[src/sv/tsm_pkg.sv]
// shared types and constants for the crate stream timestamp merge
`default_nettype none
package tsm_pkg;

  localparam int MAX_CRATES = 8;
  localparam int CRATE_BITS = 3;
  localparam int COUNT_BITS = 4;
  localparam int TS_BITS    = 48;
  localparam int TIME_BITS  = 52;
  localparam int TAG_BITS   = 32;
  localparam int RATE_BITS  = 2;

  localparam logic [COUNT_BITS-1:0] CRATES_RESET = 4'd8;
  localparam logic [COUNT_BITS-1:0] CRATES_MAX   = 4'd8;

  localparam logic REQ_HIT = 1'b0;
  localparam logic REQ_END = 1'b1;

  localparam logic [RATE_BITS-1:0] RATE_100 = 2'd0;
  localparam logic [RATE_BITS-1:0] RATE_250 = 2'd1;
  localparam logic [RATE_BITS-1:0] RATE_500 = 2'd2;
  localparam logic [RATE_BITS-1:0] RATE_UNK = 2'd3;

  localparam logic STATUS_EMIT   = 1'b0;
  localparam logic STATUS_REJECT = 1'b1;

  typedef struct packed {
    logic                  req_type;
    logic [CRATE_BITS-1:0] crate;
    logic [RATE_BITS-1:0]  rate_code;
    logic [TS_BITS-1:0]    raw_timestamp;
    logic [TAG_BITS-1:0]   event_tag;
  } in_req_t;

  typedef struct packed {
    logic                  status;
    logic [CRATE_BITS-1:0] out_crate;
    logic [RATE_BITS-1:0]  out_rate;
    logic [TIME_BITS-1:0]  time_ns;
    logic [TAG_BITS-1:0]   out_tag;
    logic                  last;
  } out_res_t;

  typedef enum logic [1:0] {
    ST_IDLE,
    ST_SCAN,
    ST_OUT,
    ST_EMIT
  } st_t;

  typedef struct packed {
    logic clear;
    logic step;
  } minu_ctl_t;

  typedef struct packed {
    logic                  valid;
    logic                  ended;
    logic [CRATE_BITS-1:0] crate;
    logic [TIME_BITS-1:0]  time_ns;
    logic [TAG_BITS-1:0]   tag;
    logic [RATE_BITS-1:0]  rate;
  } scan_elem_t;

  typedef struct packed {
    logic                  ready;
    logic                  any;
    logic [CRATE_BITS-1:0] crate;
    logic [TIME_BITS-1:0]  time_ns;
    logic [TAG_BITS-1:0]   tag;
    logic [RATE_BITS-1:0]  rate;
  } min_res_t;

endpackage
`default_nettype wire

[src/sv/tsm_min_unit.sv]
// shared compare unit that finds the earliest head over a crate scan
`default_nettype none
module tsm_min_unit (
  input  wire logic              clk,
  input  wire logic              rst_n,
  input  wire tsm_pkg::minu_ctl_t ctl,
  input  wire tsm_pkg::scan_elem_t elem,
  output tsm_pkg::min_res_t      res
);
  import tsm_pkg::*;

  logic                  ready_r, ready_nxt;
  logic                  any_r, any_nxt;
  logic [CRATE_BITS-1:0] crate_r, crate_nxt;
  logic [TIME_BITS-1:0]  time_r, time_nxt;
  logic [TAG_BITS-1:0]   tag_r, tag_nxt;
  logic [RATE_BITS-1:0]  rate_r, rate_nxt;
  logic                  take;

  assign take = elem.valid && (!any_r || (elem.time_ns < time_r));

  always_comb begin
    ready_nxt = ready_r;
    any_nxt   = any_r;
    crate_nxt = crate_r;
    time_nxt  = time_r;
    tag_nxt   = tag_r;
    rate_nxt  = rate_r;
    if (ctl.clear) begin
      ready_nxt = 1'b1;
      any_nxt   = 1'b0;
    end else if (ctl.step) begin
      ready_nxt = ready_r && (elem.valid || elem.ended);
      any_nxt   = any_r || elem.valid;
      if (take) begin
        crate_nxt = elem.crate;
        time_nxt  = elem.time_ns;
        tag_nxt   = elem.tag;
        rate_nxt  = elem.rate;
      end
    end
  end

  always_ff @(posedge clk) begin
    if (!rst_n) begin
      ready_r <= 1'b1;
      any_r   <= 1'b0;
    end else begin
      ready_r <= ready_nxt;
      any_r   <= any_nxt;
    end
    crate_r <= crate_nxt;
    time_r  <= time_nxt;
    tag_r   <= tag_nxt;
    rate_r  <= rate_nxt;
  end

  assign res.ready   = ready_r;
  assign res.any     = any_r;
  assign res.crate   = crate_r;
  assign res.time_ns = time_r;
  assign res.tag     = tag_r;
  assign res.rate    = rate_r;

endmodule
`default_nettype wire

[src/sv/timestamp_merge_of_crate_streams.sv]
// top level of the time-ordered merge of crate hit streams
// Usage:
//   Requests enter on in_item when start is high and busy is low. A request
//   is a hit or an end-of-stream marker for one crate. A hit becomes that
//   crate's head with its timestamp scaled to nanoseconds.
//   Results leave on out_res for one cycle each, marked by out_strobe; the
//   receiver cannot stall them. A rejected hit gives a reject result first;
//   then, when every active crate holds a head or has ended, the earliest
//   head (lowest crate on ties) is emitted. last marks a request's final
//   result; a request may give no result at all. cfg_we/cfg_wdata write the
//   active crate count; the user must do so only while idle (not enforced).
// Timing:
//   the request is taken in ST_IDLE, then each active crate in turn passes
//   through the shared compare unit in ST_SCAN, then ST_OUT gives the first
//   result, if any, with ST_EMIT added when a reject and an emission both
//   follow. A new request is taken only once the block is back in ST_IDLE.
//   busy drops as the last result goes onto the output register, so the
//   next request may enter while that result is shown.
// Reset:
//   clears all heads and end marks and sets the crate count to eight.
`default_nettype none
module timestamp_merge_of_crate_streams (
  input  wire logic              clk,
  input  wire logic              rst_n,
  input  wire logic              start,
  output logic                   busy,
  input  wire tsm_pkg::in_req_t  in_item,
  output logic                   out_strobe,
  output tsm_pkg::out_res_t      out_res,
  input  wire logic              cfg_we,
  input  wire logic [3:0]        cfg_wdata
);
  import tsm_pkg::*;

  st_t                   state_r, state_nxt;
  logic [COUNT_BITS-1:0] cfg_r, cfg_nxt;
  logic [COUNT_BITS-1:0] n_r, n_nxt;
  logic [CRATE_BITS-1:0] idx_r, idx_nxt;
  logic                  rej_r, rej_nxt;
  logic [CRATE_BITS-1:0] rej_crate_r, rej_crate_nxt;
  logic [RATE_BITS-1:0]  rej_rate_r, rej_rate_nxt;
  logic [TIME_BITS-1:0]  rej_time_r, rej_time_nxt;
  logic [TAG_BITS-1:0]   rej_tag_r, rej_tag_nxt;
  logic                  strobe_r, strobe_nxt;
  out_res_t              res_r, res_nxt;

  logic [MAX_CRATES-1:0] valid_r, valid_nxt;
  logic [MAX_CRATES-1:0] ended_r, ended_nxt;
  logic [TIME_BITS-1:0]  head_time_r [MAX_CRATES];
  logic [TAG_BITS-1:0]   head_tag_r  [MAX_CRATES];
  logic [RATE_BITS-1:0]  head_rate_r [MAX_CRATES];
  logic                  head_we;

  logic [COUNT_BITS-1:0] n_eff;
  logic                  accept;
  logic                  in_active;
  logic                  in_reject;
  logic [TIME_BITS-1:0]  in_time;
  logic                  do_emit;

  minu_ctl_t             mctl;
  scan_elem_t            melem;
  min_res_t              mres;

  function automatic logic [TIME_BITS-1:0] scale_time(
    input logic [RATE_BITS-1:0] rate,
    input logic [TS_BITS-1:0]   ts
  );
    logic [TIME_BITS-1:0] wide;
    logic [TIME_BITS-1:0] t;
    wide = {{(TIME_BITS-TS_BITS){1'b0}}, ts};
    case (rate)
      RATE_100, RATE_500: t = (wide << 3) + (wide << 1);
      RATE_250:           t = wide << 3;
      default:            t = '0;
    endcase
    return t;
  endfunction

  always_comb begin
    if (cfg_r == '0) n_eff = {{(COUNT_BITS-1){1'b0}}, 1'b1};
    else if (cfg_r > CRATES_MAX) n_eff = CRATES_MAX;
    else n_eff = cfg_r;
  end

  assign busy      = (state_r != ST_IDLE);
  assign accept    = start && !busy;
  assign in_active = ({1'b0, in_item.crate} < n_eff);
  assign in_time   = scale_time(in_item.rate_code, in_item.raw_timestamp);
  assign in_reject = !in_active || (in_item.rate_code == RATE_UNK) ||
                     valid_r[in_item.crate] || ended_r[in_item.crate];
  assign do_emit   = mres.ready && mres.any;

  assign melem.valid   = valid_r[idx_r];
  assign melem.ended   = ended_r[idx_r];
  assign melem.crate   = idx_r;
  assign melem.time_ns = head_time_r[idx_r];
  assign melem.tag     = head_tag_r[idx_r];
  assign melem.rate    = head_rate_r[idx_r];

  tsm_min_unit u_min (
    .clk   (clk),
    .rst_n (rst_n),
    .ctl   (mctl),
    .elem  (melem),
    .res   (mres)
  );

  always_comb begin
    state_nxt     = state_r;
    cfg_nxt       = cfg_we ? cfg_wdata : cfg_r;
    n_nxt         = n_r;
    idx_nxt       = idx_r;
    rej_nxt       = rej_r;
    rej_crate_nxt = rej_crate_r;
    rej_rate_nxt  = rej_rate_r;
    rej_time_nxt  = rej_time_r;
    rej_tag_nxt   = rej_tag_r;
    strobe_nxt    = 1'b0;
    res_nxt       = res_r;
    valid_nxt     = valid_r;
    ended_nxt     = ended_r;
    head_we       = 1'b0;
    mctl.clear    = 1'b0;
    mctl.step     = 1'b0;
    case (state_r)
      ST_IDLE: begin
        if (accept) begin
          n_nxt         = n_eff;
          idx_nxt       = '0;
          mctl.clear    = 1'b1;
          rej_crate_nxt = in_item.crate;
          rej_rate_nxt  = in_item.rate_code;
          rej_time_nxt  = in_time;
          rej_tag_nxt   = in_item.event_tag;
          rej_nxt       = 1'b0;
          if (in_item.req_type == REQ_END) begin
            if (in_active) ended_nxt[in_item.crate] = 1'b1;
          end else if (in_reject) begin
            rej_nxt = 1'b1;
          end else begin
            valid_nxt[in_item.crate] = 1'b1;
            head_we = 1'b1;
          end
          state_nxt = ST_SCAN;
        end
      end
      ST_SCAN: begin
        mctl.step = 1'b1;
        idx_nxt   = idx_r + 1'b1;
        if ({1'b0, idx_r} == n_r - 1'b1) state_nxt = ST_OUT;
      end
      ST_OUT: begin
        if (rej_r) begin
          strobe_nxt        = 1'b1;
          res_nxt.status    = STATUS_REJECT;
          res_nxt.out_crate = rej_crate_r;
          res_nxt.out_rate  = rej_rate_r;
          res_nxt.time_ns   = rej_time_r;
          res_nxt.out_tag   = rej_tag_r;
          res_nxt.last      = !do_emit;
          rej_nxt           = 1'b0;
          state_nxt         = do_emit ? ST_EMIT : ST_IDLE;
        end else begin
          if (do_emit) begin
            strobe_nxt        = 1'b1;
            res_nxt.status    = STATUS_EMIT;
            res_nxt.out_crate = mres.crate;
            res_nxt.out_rate  = mres.rate;
            res_nxt.time_ns   = mres.time_ns;
            res_nxt.out_tag   = mres.tag;
            res_nxt.last      = 1'b1;
            valid_nxt[mres.crate] = 1'b0;
          end
          state_nxt = ST_IDLE;
        end
      end
      ST_EMIT: begin
        strobe_nxt        = 1'b1;
        res_nxt.status    = STATUS_EMIT;
        res_nxt.out_crate = mres.crate;
        res_nxt.out_rate  = mres.rate;
        res_nxt.time_ns   = mres.time_ns;
        res_nxt.out_tag   = mres.tag;
        res_nxt.last      = 1'b1;
        valid_nxt[mres.crate] = 1'b0;
        state_nxt         = ST_IDLE;
      end
      default: begin
        state_nxt = ST_IDLE;
      end
    endcase
  end

  always_ff @(posedge clk) begin
    if (!rst_n) begin
      state_r  <= ST_IDLE;
      cfg_r    <= CRATES_RESET;
      n_r      <= CRATES_RESET;
      idx_r    <= '0;
      rej_r    <= 1'b0;
      strobe_r <= 1'b0;
      valid_r  <= '0;
      ended_r  <= '0;
    end else begin
      state_r  <= state_nxt;
      cfg_r    <= cfg_nxt;
      n_r      <= n_nxt;
      idx_r    <= idx_nxt;
      rej_r    <= rej_nxt;
      strobe_r <= strobe_nxt;
      valid_r  <= valid_nxt;
      ended_r  <= ended_nxt;
    end
    rej_crate_r <= rej_crate_nxt;
    rej_rate_r  <= rej_rate_nxt;
    rej_time_r  <= rej_time_nxt;
    rej_tag_r   <= rej_tag_nxt;
    res_r       <= res_nxt;
  end

  always_ff @(posedge clk) begin
    if (head_we) begin
      head_time_r[in_item.crate] <= in_time;
      head_tag_r[in_item.crate]  <= in_item.event_tag;
      head_rate_r[in_item.crate] <= in_item.rate_code;
    end
  end

  assign out_strobe = strobe_r;
  assign out_res    = res_r;

  // a reject that is not last is followed directly by its emission
  a_reject_then_emit: assert property (@(posedge clk) disable iff (!rst_n)
    (strobe_r && !res_r.last) |=>
      (strobe_r && res_r.status == STATUS_EMIT && res_r.last))
    else $error("reject not followed by emission");

  // an emitted crate has its head slot freed
  a_emit_frees: assert property (@(posedge clk) disable iff (!rst_n)
    (strobe_r && res_r.status == STATUS_EMIT) |-> !valid_r[res_r.out_crate])
    else $error("emitted head still valid");

  // emissions only come from active crates
  a_emit_active: assert property (@(posedge clk) disable iff (!rst_n)
    (strobe_r && res_r.status == STATUS_EMIT) |->
      ({1'b0, res_r.out_crate} < n_r))
    else $error("emission from inactive crate");

  // the scan index stays below the latched crate count
  a_scan_bound: assert property (@(posedge clk) disable iff (!rst_n)
    (state_r == ST_SCAN) |-> ({1'b0, idx_r} < n_r))
    else $error("scan index out of range");

endmodule
`default_nettype wire
[config.mk]
export PLATFORM = sky130hd
export DESIGN_NAME = timestamp_merge_of_crate_streams
export DESIGN_NICKNAME = d
export VERILOG_FILES = /design/src/sv/tsm_pkg.sv /design/src/sv/tsm_min_unit.sv /design/src/sv/timestamp_merge_of_crate_streams.sv
export SDC_FILE = /design/constraint.sdc
export NUM_CORES = 1
export LEC_CHECK = 0
export BUFFER_PORTS_ARGS = -buffer_cell sky130_fd_sc_hd__buf_2
export CAP_MARGIN = 20
export CORE_MARGIN = 4
export CORE_UTILIZATION = 61
export DETAILED_ROUTE_END_ITERATION = 8
export HOLD_SLACK_MARGIN = 0.02
export PLACE_DENSITY = 0.88
export SLEW_MARGIN = 25
export SYNTH_ARGS = -nofsm -noshare
export SYNTH_HDL_FRONTEND = slang
export SYNTH_SLANG_ARGS = --single-unit
[constraint.sdc]
create_clock -name clk -period 10.1 [get_ports clk]
set_input_delay 2.02 -clock clk [delete_from_list [all_inputs] [get_ports clk]]
set_output_delay 2.02 -clock clk [all_outputs]
set_load 0.02 [all_outputs]
# Word-level counts from Yosys, hierarchy flattened
# Memories as Yosys holds them, arrays and structs flattened. A register that Yosys moved wholly into a read port is not among the register bits.
# Cells that the tools add are included.
word_totals:
  reg_bits: 268
  mem_bits_rw: 688
  input_bits: 94
  memories: 3
op_classes:
  addsub: 3
  n_lt_le_gt_ge: 8
  eq_ne: 14
  mux: 49
  bitwise: 6
  reduce_logical: 34
memory_table:
  columns: ["name", "words", "width", "read_ports", "rd_clocked_by_memory_dff", "write_ports", "line_no", "source"]
  rows:
  - ["head_time_r", 8, 52, 1, 1, 1, "timestamp_merge_of_crate_streams.sv:49", "logic [TIME_BITS-1:0] head_time_r [MAX_CRATES];"]
  - ["head_tag_r", 8, 32, 1, 1, 1, "timestamp_merge_of_crate_streams.sv:50", "logic [TAG_BITS-1:0] head_tag_r [MAX_CRATES];"]
  - ["head_rate_r", 8, 2, 1, 1, 1, "timestamp_merge_of_crate_streams.sv:51", "logic [RATE_BITS-1:0] head_rate_r [MAX_CRATES];"]
op_table:
  columns: ["cell", "n"]
  rows:
  - ["2-to-1 mux 91 bit", 2]
  - ["case mux 91 bit (2 select lines)", 1]
  - ["case mux 52 bit (2 select lines)", 1]
  - ["adder 51 x 49 -> 52 bit", 1]
  - ["< comparator 52 bit", 1]
  - ["2-to-1 mux 8 bit", 5]
  - ["case mux 8 bit (3 select lines)", 1]
  - ["2-to-1 mux 1 bit", 20]
  - ["bitwise OR 8 bit", 2]
  - ["binary-select mux 1 bit (select 3 bit)", 4]
  - ["< comparator 3 x 4 -> 1 bit, second input constant", 3]
  - ["!= test 2 bit, second input constant", 6]
  - ["AND reduction 2 bit", 5]
  - ["2-to-1 mux 3 bit", 3]
  - ["AND 8 bit", 1]
  - ["equality test 2 bit, second input constant", 4]
  - ["2-to-1 mux 2 bit", 4]
  - ["2-to-1 mux 4 bit", 2]
  - ["inverter 8 bit", 1]
  - ["case mux 2 bit (4 select lines)", 1]
  - ["nonzero test 2 bit", 4]
  - ["demux 1 bit (select 3 bit)", 2]
  - [">= comparator 3 x 1 -> 1 bit, second input constant", 2]
  - ["logical AND 1 bit", 6]
  - ["other kinds (19)", 32]

# Depth between registers and ports, before layout
depth:
  word_depth: 14
  depth_mapped: 14

# By module
# Synthesis repeated with hierarchy kept, for this count alone.
hier_totals:
  cells_unflattened: 2195
  area_unflattened_um2: 40614.0
modules_own_cells:
  columns: ["mod", "instances", "cells_each", "area_per_inst_um2", "seq_area_each_um2"]
  rows:
  - ["timestamp_merge_of_crate_streams", 1, 1918, 36563.8, 26475.4]
  - ["tsm_min_unit", 1, 277, 4050.1, 2712.6]

# Least setup slack after synthesis
# Ideal clock, no wire load.
synth_path:
  path_type: "flip-flop to flip-flop"
  startpoint: "register with a tool-made name"
  endpoint: "register u_min.crate_r[0] (enable)"
  setup_time_ns: 0.564
  arrival_ns: 7.361
  slack_ns: 2.175
  path_stages_with_launch: 15
  synth_period_minus_slack_ns: 7.925
  path_cell_list: "dfxtp_1 clkbuf_1 buf_2 mux4_2 mux2_2 ha_1 a21o_1 a21o_1 a21oi_1 nor2_1 a211oi_1 o31ai_1 a41oi_1 o21ai_1 a21oi_1"
synth_lines:
  columns: ["item", "line_no", "source"]
  rows:
  - ["end signal: assignment", "tsm_min_unit.sv:52", "crate_r <= crate_nxt;"]
  - ["end: declaration", "tsm_min_unit.sv:14", "logic [CRATE_BITS-1:0] crate_r, crate_nxt;"]

==> results.md <==
- Post-CTS Setup Inserts: 0
- Initial Util: about 60%
- Via Count: 22,900
- VDD IR max: between 0.1 and 0.15 mV
- Number of port buffers: 185
- CP Launch Type: flop
- Non-filler cells, final: approximately 3,500
- WL per Instance: around 30 um
- Status: completed
- Post-synth EDFFs: 946
- FFs w/ async S/R, synth: 0%
- Filler instances: ~4,000
- Worst slew margin: between 20% and 30%
- Placeable core region: 66,000 um2
- Synth Flop Type: edfxtp_1
- Sequential area share after synthesis: 71.6%
- Reg clk slew, reported paths: 60 ps
- Placed cells: 3,293
- Hpwl dp: about 57,000 um
- Max-cap violations: 0
- Ant. Diodes: 0
- Final Cycle Share: between 50% and 60%
- Synth Instances: 2,309
- Slew Limit Fails: 0
- Fin. Hold Viols: 0
- Grt ovf: 0
- Vias in the first global route: 23,600
- Syn_area_per_cell: 17.6 um2
- Area grow syn2layout: 12.1%
- Die height: 266 um
- Crit path arrival time: between 6000 and 7000 ps
- Crit-path max FO: between 60 and 70
- Initial detailed-routing violation count: roughly 2,900
- Fraction of layout instances using a drive strength above 1: approximately a quarter
- CTS-repair resized insts: 0
- Tightest Hold Check Type: reg -> reg
- Mapped Area: between 40,000 and 50,000 um2
- Drt first pass iters: 7
- Vias/cell: approximately 6.6
- DRT antenna net count: 0
- Cell Pwr Density: approximately 220 nW/um2
- RSZ-0062 raised after global routing: false
- Routed WL: a little over 100,000 um
- I/O Pins: about 190
- Least-Margin Pin Slew: around 1100 ps
- Ys Warns: 0
- P_leak: roughly 15 nW
- Initial antenna violation count: 3
- Tot Pwr: between 9 and 10 mW
- CTS tree: built
- Min Tclk post-route: 5980 ps
- Die X: roughly 270 um
- Deepest clock path buffer count: 3
- FP Rows: between 90 and 100
- Final nets: approximately 2,700
- GPL Wtd Cong: 0.879
- Setup TNS: 0 ps
- Crit path capture type: flop
- CTS Root Cell: clkbuf_16
- H-tree depth: 3
- Worst-skew pair later-pin latency: about 650 ps
- Remaining routing DRC violations: 0
- First-pass GRT wire length: 150,000 um
- Largest net degree at the start of global routing: between 90 and 100
- Yosys cell types: 77
- Cts bufs inserted: 88
- Area of the die: between 70,000 and 80,000 um2
- Syn Nets: approximately 2,500
- CP Class: reg -> reg
- Setup Skew: approximately 32 ps
- Worst endpoint required time: a little over 10,000 ps
- Yosys reg bits: approximately 1,000
- Fmax: around 170 MHz
- Setup violators final: 0
- Clk sinks: 982
- GRT Util Overall: 28.4%
- Sequential Area: a little under 30,000 um2
- Multi-input gate area: ~11,000 um2
- Fin util: 69.1%
- Post-cts hold buffer count: 0
==> cells by family (layout without fill, tap and decap cells) <==
logic type / Yosys count / count (layout) / share of synthesized area (%)
AOI/OAI and AO/OA: 332 / 332 / 5.04
other: 1 / 1 / 0.00922
muxes: 310 / 310 / 13.4
adders and majority gates: 105 / 105 / 3.25
buffers and inverters: 177 / 458 / 1.74
and+or+nand+nor: 358 / 358 / 4.05
xor gates and xnor gates: 44 / 44 / 0.947
DFF: 982 / 982 / 71.6
==> path summary, 6_finish.rpt <==
path | from | to | slack (ps) | cells past startpoint
max | flop | u_min.tag_r[0]$_DFFE_PP_ | 4120 | 15
min | n_r[0]$_SDFFE_PN0P_ | n_r[0]$_SDFFE_PN0P_ | 470 | 2
max reg2reg | flop | u_min.tag_r[0]$_DFFE_PP_ | 4120 | 15
min reg2reg | n_r[0]$_SDFFE_PN0P_ | n_r[0]$_SDFFE_PN0P_ | 470 | 2
==> cell usage after synthesis (4+ instances only) <==
library cell,count,area (um2)
nor2_1,82,308
nand4_1,25,156
nand2b_1,10,62.6
mux2i_1,10,100
o21ai_1,5,25.0
buf_2,19,95.1
nor4_1,6,37.5
o21ai_0,125,626
nor3_1,19,95.1
a31oi_1,10,62.6
a22oi_1,8,60.1
o31ai_1,5,37.5
a32oi_1,5,43.8
inv_1,78,293
a21oi_1,82,410
o21a_1,7,52.6
o2bb2ai_1,4,35.0
xnor2_1,29,254
or3_1,4,25.0
o21bai_1,4,30.0
clkbuf_1,61,229
buf_1,14,52.6
nand2_1,152,571
xor2_1,15,131
a211oi_1,7,52.6
mux2_2,126,1420
mux4_2,174,3920
a21o_1,31,233
nand3_1,25,125
ha_1,104,1300
edfxtp_1,946,28400
dfxtp_1,36,721
and2_1,4,25.0
nor2b_1,16,100
==> critical path, cell delays in order (launching register included) <==
cell and delay, ps:
dfxtp_4 900, buf_4 820, mux4_2 590, mux2_2 300, ha_1 320, a21oi_1 190
nor2b_1 100, o21ai_0 230, nand2b_1 100, a21oi_1 180, o21ai_0 100, a211oi_1 270
o211ai_1 250, a21oi_4 490, buf_16 240, buf_12 400
==> where the power goes <==
part,switching (mW),internal [mW],leakage (nW)
clock,1.45,1.92,1.40
combinational,0.919,0.585,4.92
sequential,0.138,4.83,8.92
==> layout by cell type (no fill, tap or decap), types with 5 or more instances in the layout <==
cell       netlist  layout
nand4_1         25      25
nand2b_1        10      10
nand3_1         25      25
a22oi_1          8       8
o21ai_0        125      99
a21oi_1         82      80
o21ai_1          5      31
a21o_1          31      31
xor2_1          15      15
nor2_4           0       7
buf_2           19     185
dfxtp_1         36      30
nor3_1          19      19
ha_1           104     104
clkbuf_16        0      90
nor2b_1         16      15
nor2_1          82      74
mux4_2         174     174
edfxtp_1       946     946
nand2_1        152     152
clkinv_2         0      15
bufinv_16        0      11
nor4_1           6       6
a32oi_1          5       5
o21a_1           7       7
clkinv_1         0      11
a211oi_1         7       7
xnor2_1         29      29
mux2_2         126     126
mux2i_1         10      10
inv_1           78      77
buf_4            1      29
clkbuf_1        61      23
o31ai_1          5       5
a31oi_1         10      10
==> metrics by stage <==
stage,cell area (um2),setup WS [ps],hold slack [ps]
after floorplan,40700,2170,435
after global placement,42600,3990,448
after detailed placement,42600,3930,454
after CTS,45500,3830,463
after global routing,45600,3740,497
final,45600,4120,465
==> routing by layer <==
layer / vias up / track usage [%] / routed length, um
met1: 11500 / 37.2 / 35600
met5: - / 0 / 27
met2: 1543 / 48.4 / 51000
li1: 9569 / - / -
met4: 4 / 11.5 / 4130
met3: 268 / 4.86 / 9970
==> layout make-up <==
class | instances | share of cell area [%]
clock buffer | 113 | 5.13
tap | 864 | 2.37
multi-input combinational | 1150 | 24.0
timing repair buffer | 221 | 2.81
inverter | 79 | 0.656
clock inverter | 45 | 1.17
sequential | 982 | 63.9
==> flip-flops by register name, indices dropped and copies added (netlist names), 2 cells and up, named ones only <==
name           cells
cfg_r              4
u_min.tag_r       32
n_r                4
u_min.time_r      51
rej_tag_r         32
head_tag_r       256
out_res           90
rej_rate_r         2
state_r            2
u_min.rate_r       2
idx_r              3
u_min.crate_r      3
valid_r            8
ended_r            8
head_rate_r       16
rej_time_r        51
rej_crate_r        3
head_time_r      408
No activity file was read; power rests on OpenSTA's default activity.
